File: config.mk
export PLATFORM = sky130hd
export DESIGN_NAME = fwrl_ctrl
export DESIGN_NICKNAME = d
export VERILOG_FILES = /design/src/rtl/fwrl_pkg.sv /design/src/rtl/fwrl_ctrl.sv
export SDC_FILE = /design/constraint.sdc
export NUM_CORES = 1
export LEC_CHECK = 0
export BUFFER_PORTS_ARGS = -buffer_cell sky130_fd_sc_hd__clkbuf_2
export CAP_MARGIN = 20
export CORE_AREA = 2 2 39 41
export CTS_BUF_LIST = sky130_fd_sc_hd__clkbuf_16
export CTS_CLUSTER_DIAMETER = 100
export DETAILED_ROUTE_END_ITERATION = 7
export DIE_AREA = 0 0 41 43
export MAX_ROUTING_LAYER = met4
export REMOVE_ABC_BUFFERS = 1
export SLEW_MARGIN = 20
export SYNTH_ARGS = -nofsm -noshare
export SYNTH_HDL_FRONTEND = slang
export SYNTH_SLANG_ARGS = --single-unit
File: constraint.sdc
create_clock -name clk -period 1.12 [get_ports clk]
set_input_delay 0.056 -clock clk [delete_from_list [all_inputs] [get_ports clk]]
set_output_delay 0.056 -clock clk [all_outputs]
set_load 0.03 [all_outputs]
File: src/rtl/fwrl_pkg.sv
`default_nettype none
// ----------------------------------------------------------------------------
// fwrl_pkg
// Shared types and constants of the fixed-window rate limiter: entry layout,
// outcome codes, register indexes and controller/datapath interface structs.
// ----------------------------------------------------------------------------
package fwrl_pkg;

	localparam int DEF_ENTRIES = 64;

	localparam int KEY_W   = 64;
	localparam int TIME_W  = 32;
	localparam int REG_W   = 16;
	localparam int COUNT_W = 17;
	localparam int OC_W    = 3;
	localparam int INDEX_W = 6;

	localparam logic [REG_W-1:0] LIMIT_RESET  = 16'd100;
	localparam logic [REG_W-1:0] WINDOW_RESET = 16'd60;

	// configuration register indexes
	localparam logic REG_LIMIT  = 1'b0;
	localparam logic REG_WINDOW = 1'b1;

	// outcome codes
	localparam logic [OC_W-1:0] OC_COUNTED  = 3'd0;
	localparam logic [OC_W-1:0] OC_NEW      = 3'd1;
	localparam logic [OC_W-1:0] OC_RESTART  = 3'd2;
	localparam logic [OC_W-1:0] OC_FULL     = 3'd3;
	localparam logic [OC_W-1:0] OC_EXCEEDED = 3'd4;

	// one row of the entry table
	typedef struct packed {
		logic [KEY_W-1:0]   key_high;
		logic [KEY_W-1:0]   key_low;
		logic [TIME_W-1:0]  span_start;
		logic [COUNT_W-1:0] count;
	} entry_t;

	// controller to datapath
	typedef struct packed {
		logic load;    // capture request, rewind scan
		logic rd_en;   // read the entry at the scan address
		logic update;  // matched entry: count or restart, emit result
		logic miss;    // no match: claim free entry or flag full, emit result
	} cmd_t;

	// datapath to controller
	typedef struct packed {
		logic empty;   // no entry in use
		logic more;    // entries left to read
		logic hit;     // entry in the compare register matches
		logic last;    // compare register holds the last entry in use
	} sts_t;

endpackage
`default_nettype wire

File: src/rtl/fwrl_ctrl.sv
`default_nettype none
// ----------------------------------------------------------------------------
// fwrl_ctrl
// Controller: accepts a request, walks the entry table until a match or the
// end of the entries in use, then orders the update or the new-entry step.
// ----------------------------------------------------------------------------
module fwrl_ctrl (
	input  wire logic            clk,
	input  wire logic            arst_n,
	input  wire logic            start,
	input  wire fwrl_pkg::sts_t  sts,
	output logic                 busy,
	output fwrl_pkg::cmd_t       cmd
);
	import fwrl_pkg::*;

	localparam logic [1:0] ST_IDLE   = 2'd0;
	localparam logic [1:0] ST_SCAN   = 2'd1;
	localparam logic [1:0] ST_UPDATE = 2'd2;
	localparam logic [1:0] ST_MISS   = 2'd3;

	logic [1:0] state_q;
	logic [1:0] state_d;

	always_comb begin
		state_d = state_q;
		cmd     = '0;
		unique case (state_q)
			ST_IDLE: begin
				if (start) begin
					cmd.load = 1'b1;
					state_d  = sts.empty ? ST_MISS : ST_SCAN;
				end
			end
			ST_SCAN: begin
				// hold the compare register once it matches
				cmd.rd_en = sts.more && !sts.hit;
				if (sts.hit) begin
					state_d = ST_UPDATE;
				end else if (sts.last) begin
					state_d = ST_MISS;
				end
			end
			ST_UPDATE: begin
				cmd.update = 1'b1;
				state_d    = ST_IDLE;
			end
			ST_MISS: begin
				cmd.miss = 1'b1;
				state_d  = ST_IDLE;
			end
			default: state_d = ST_IDLE;
		endcase
	end

	always_ff @(posedge clk or negedge arst_n) begin
		if (!arst_n) begin
			state_q <= ST_IDLE;
		end else begin
			state_q <= state_d;
		end
	end

	assign busy = (state_q != ST_IDLE);

endmodule
`default_nettype wire

==> results of run 1 <==
metal layers:
| layer | up-vias | global-route usage [%] |
|---|---|---|
| met4 | 0 | 12.0 |
| li1 | 83 | - |
| met2 | 15 | 9.38 |
| met1 | 65 | 6.41 |
| met3 | 5 | 4.71 |
| met5 | - | - |
where the power goes:
group | internal, mW | switching [mW] | total, mW
registers | 0.109 | 0.0421 | 0.151
clock network | 0.455 | 0.0896 | 0.545
logic | 0.211 | 0.251 | 0.462
total | 0.775 | 0.383 | 1.16
worst max-delay path by stage:
stage / cells past startpoint / start / slack [ns] / endpoint
4_1_cts: 2 / state_q[1] / -0.09 / cmd[2]
6_report: 3 / state_q[0] / -0.05 / cmd[3]
2_1_floorplan: 1 / state_q[1] / -0.33 / cmd[2]
3_3_place_gp: 3 / state_q[0] / 0.12 / cmd[3]
5_1_grt: 3 / state_q[1] / -0.13 / cmd[3]
3_5_place_dp: 3 / state_q[0] / 0.11 / cmd[3]
critical path, stage by stage (launching register included):
cell and delay, ns:
dfrtp_1 0.40, or2_1 0.25, nor2_1 0.09, buf_4 0.16
area by class of cell:
cell class              count  area, sq um
clock buffers               3         75.1
fillers                   150         1070
inverters                   1         3.75
multi-input cells          11         70.1
flip-flops and latches      2         50.0
well taps                  16         20.0
repair buffers             15         95.1
synthesized netlist by cell type, drive strengths merged:
cell type,number,area (sq um)
nand2b,2,12.5
a21oi,2,10.0
and2b,1,8.76
a211oi,1,7.51
nor4bb,1,10.0
and2,1,7.51
dfrtp,2,50.1
or2,1,6.26
inv,1,3.75
nor2,2,7.51
cell families after synthesis:
group                  synth area share [%]
AND/OR/NAND/NOR                        42.4
buffers and inverters                  3.03
AO/OA/AOI/OAI                          14.1
flip-flops                             40.4
per-stage QoR:
step | utilization, % | hold WS (ns) | worst slack [ns] | instance area [sq um]
2_1_floorplan | - | -0.240 | -0.333 | 124
3_3_place_gp | 14.4 | -0.153 | 0.117 | 199
3_5_place_dp | 14.4 | -0.156 | 0.106 | 199
4_1_cts | 22.2 | 0.111 | -0.0926 | 307
5_1_grt | 22.7 | 0.128 | -0.130 | 314
6_report | 22.7 | 0.105 | -0.0522 | 314
repair_timing:
action,4_1_cts,5_1_grt
pin swaps,2,0
hold buffers,1,0
gates resized for setup,3,3
setup endpoints to repair,4,4
setup buffers,2,1
endpoints found under the hold margin,2,0
gates cloned,0,0
==> reports/results.ini, run 1 <==
[outcome]
outcome=complete, but fails checks
violations=negative setup slack

[timing]
max_freq_ghz=0.853
setup_viol=2
fin_setup_tns_ns=-0.103
maxSlewHeadroom_pct=84.4
setup_ws_ns=-0.0522
layout_min_cycle_time_ns=1.17
fin_crit_sh_pct=105
tightestPinTransition_ns=0.230
skew_ns=0.00264
finalHoldViolCount=0
slew_violations=0
rsz0062_at_grt=true

[setup_path]
crit_fanout=5
required_ns=1.06
critical_path_class=reg -> out
cp.arrival_ns=1.12
ff2ff_path_depth=4
worstSetupEndpointType=output pin
critPathLaunchType=register
reg2reg_slack_ns=0.10
worstReg2RegEnd=state_q[0]
r2r-start=state_q[0]

[synth]
ys_seq_area_share_pct=40.4
synth.distinct_cells=10
yosysWarnings=0
avgSynthCellArea_sq_um=8.85
ys_ff_latch=2
netlist_area_sq_um=124
syn_inst=14

[pwr]
p_leak_nw=0.163
power.density_nw_per_um2=3690
peakVddDrop_mv=0.888
total_power_mw=1.16

[finish]
final_common_cell=clkbuf_2
fin_nets=41
top_register=state_q
top_regs=state_q: 2 flops
largest_reg_flops=2
syn2layout_area_growth_pct=154
fin_cells=48
layout-drive-gt1-share_pct=59.4
antennaDiodeCount=0
final_cell_mix=clkbuf_2, buf_4, clkbuf_16

[clocking]
cts_sinks=2
clk_pin_slew_ns=0.03
cts_max_level=1
clock_path_buffers=2
cts_tree=done
cts_root_buffer=clkbuf_16
cts_made_buffers=3
clk_latency_ns=0.22

[route]
avgRoutedWirePerCell_um=9.46
wl_met1_um=173
drtAntennaViolNets=0
top_layer=met4
routed_wl_um=454
vias_per_cell=3.50
routed-wl-met3_um=65
vias=168
drt_iter0_drc=0
wl_met2_um=176
first_pass_iters=1
drc=0

[placement]
portBuffers=11
dp.cells=41
place.gp.congestion=0.566
dp_hpwl_um=289

[global_routing]
grt_overflow_total=0
grt_pass1_wl_um=710
grt_util_all_layers_pct=7.91
grt_max_degree=6
antenna_found_initial=0
first_global_vias=167

[floorplan]
io_pins=12
rows=14
die_area_sq_um=1760
coreArea_sq_um=1380
start_util_pct=8.95
die_h_um=43
die_x_um=41

[hold_path]
min_path_type=in -> reg
min_path_cells=3
min_from=sts[0]
hold-path-endpoint=state_q[1]

[flow_run]
max_cap_violations=0

No activity file was read; power rests on OpenSTA's default activity.
==> inputs of run 2 (changes only) <==
--- a/config.mk
+++ b/config.mk
@@ -12,7 +12,6 @@
 export CTS_CLUSTER_DIAMETER = 100
 export DETAILED_ROUTE_END_ITERATION = 7
 export DIE_AREA = 0 0 41 43
-export MAX_ROUTING_LAYER = met4
 export REMOVE_ABC_BUFFERS = 1
 export SLEW_MARGIN = 20
 export SYNTH_ARGS = -nofsm -noshare
==> run 2 against run 1 <==
Against the previous run: die area unchanged; global-route usage down 0.19 points; total power about the same; setup slack about the same; routed wire length down 0.22%; highest routed layer unchanged; worst hold slack about the same; non-clock buffer count unchanged; flip-flop and latch count unchanged; final area unchanged; maximum frequency about the same; combinational power about the same; sequential power about the same; the run still ends with negative setup slack left.
==> reports/results.ini, run 2 (same netlist as run 1, synthesis figures left out) <==
[outcome]
outcome=complete, but fails checks
violations=negative setup slack

[floorplan]
start_util_pct=8.95  ; unchanged
io_pins=12  ; unchanged
rows=14  ; unchanged
die_area_sq_um=1760  ; unchanged
die_x_um=41  ; unchanged
die_h_um=43  ; unchanged
coreArea_sq_um=1380  ; unchanged

[clocking]
clock_path_buffers=2  ; unchanged
cts_tree=done
cts_max_level=1  ; unchanged
clk_pin_slew_ns=0.03  ; about the same
cts_root_buffer=clkbuf_16
cts_made_buffers=3  ; unchanged
clk_latency_ns=0.22  ; about the same
cts_sinks=2  ; unchanged

[timing]
fin_setup_tns_ns=-0.104  ; -0.000869 ns
finalHoldViolCount=0  ; unchanged
rsz0062_at_grt=true
skew_ns=0.00264  ; +0.00000166 ns
max_freq_ghz=0.853  ; about the same
setup_ws_ns=-0.0526  ; -0.000422 ns
layout_min_cycle_time_ns=1.17  ; +0.000422 ns
maxSlewHeadroom_pct=84.4  ; unchanged
slew_violations=0  ; unchanged
tightestPinTransition_ns=0.230  ; unchanged
fin_crit_sh_pct=105  ; about the same
setup_viol=2  ; unchanged

[finish]
top_register=state_q
fin_area_sq_um=314  ; unchanged
fin_cells=48  ; unchanged
layout-drive-gt1-share_pct=59.4  ; unchanged
antennaDiodeCount=0  ; unchanged
fin_nets=41  ; unchanged
largest_reg_flops=2  ; unchanged
final_cell_mix=clkbuf_2, buf_4, clkbuf_16
final_common_cell=clkbuf_2
syn2layout_area_growth_pct=154  ; unchanged
top_regs=state_q: 2 flops

[route]
drc=0  ; unchanged
drt_iter0_drc=0  ; unchanged
first_pass_iters=1  ; unchanged
avgRoutedWirePerCell_um=9.44  ; -0.22%
vias=166  ; -1.2%
drtAntennaViolNets=0  ; unchanged
routed_wl_um=453  ; -0.22%
vias_per_cell=3.46  ; -1.2%

[setup_path]
cp_slowest_stage_delay_ns=0.40  ; about the same
critical_path_class=reg -> out
crit_fanout=5  ; unchanged
critPathLaunchType=register
r2r-start=state_q[0]
worstSetupStartpoint=state_q[0]
path_cells=or2_1 > nor2_1 > buf_4
worstSetupEndpointType=output pin
critical-path-slowest-cell=dfrtp_1
required_ns=1.06  ; about the same
cp.arrival_ns=1.12  ; about the same

[global_routing]
grt_max_degree=6  ; unchanged
grt_pass1_wl_um=710  ; unchanged
first_global_vias=166  ; -0.60%
grt_util_all_layers_pct=7.72  ; -0.19 points
antenna_found_initial=0  ; unchanged
grt_overflow_total=0  ; unchanged

[placement]
placed_cell_area_sq_um=199  ; unchanged
dp.cells=41  ; unchanged
place_ws_ns=0.106  ; unchanged
place.gp.congestion=0.563  ; -0.44%
dp_hpwl_um=289  ; unchanged
portBuffers=11  ; unchanged

[flow_run]
max_cap_violations=0  ; unchanged

[pwr]
peakVddDrop_mv=0.890  ; +0.22%
power.density_nw_per_um2=3690  ; about the same
p_clk_share_pct=47.1  ; about the same
combinationalPowerShare_pct=39.9  ; about the same
p_leak_nw=0.163  ; unchanged
internal_power_uw=775  ; about the same
seq_power_share_pct=13.0  ; about the same
p_switching_uw=383  ; +0.17%
sw_frac_of_total_pct=33.1  ; +0.035 points

[hold_path]
min_from=sts[0]
min_path_type=in -> reg

[run 2: worst paths after layout]
path,to,slack (ns),depth (start not counted)
max,cmd[3],-0.05,3
min,state_q[1],0.10,3
max reg2reg,state_q[0],0.10,4
min reg2reg,state_q[0],0.61,2
max in group asynchronous,state_q[0],0.84,2
min in group asynchronous,state_q[1],0.18,2
[run 2: worst max-delay path, delay by kind of cell, from the launching register on]
kind | cells | cell delay (ns)
buf+inv | 1 | 0.16
flops | 1 | 0.40
simple gates | 2 | 0.34
[run 2: stage by stage]
step	util (%)	hold WS [ns]	power, mW
finish	22.7	0.105	1.16
global route	22.7	0.128	1.24
CTS	22.2	0.111	1.15
detailed placement	14.4	-0.156	0.511
global placement	14.4	-0.153	0.507
floorplan	-	-0.240	0.407
[run 2: repair_timing]
item                                    CTS  global route
endpoints found under the hold margin     2             0
hold buffers                              1             0
resized for setup                         3             3
pin swaps                                 2             0
cloned                                    0             0
setup buffers                             2             1
endpoints found under the setup margin    4             4
[run 2: routing by layer]
layer / vias to the layer above / part of all wire (%) / global-route usage, %
met4: 0 / 5.3 / 12.0
met5: - / 0 / 0
met1: 65 / 38 / 6.41
met2: 15 / 42 / 9.38
met3: 3 / 14 / 4.71
li1: 83 / - / -
[run 2: area by class of cell]
type                    instances  area (sq um)
well taps                      16          20.0
clock buffers                   3          75.1
flip-flops and latches          2          50.0
multi-input cells              11          70.1
repair buffers                 15          95.1
inverters                       1          3.75
fillers                       150          1070
[run 2: power by group through the flow]
stage	sequential [mW]	combinational, mW	clock, mW
after detailed placement	0.163	0.348	0
after floorplan	0.148	0.259	0
final	0.151	0.462	0.545
after global routing	0.162	0.511	0.569
after CTS	0.152	0.440	0.560
after global placement	0.161	0.346	0
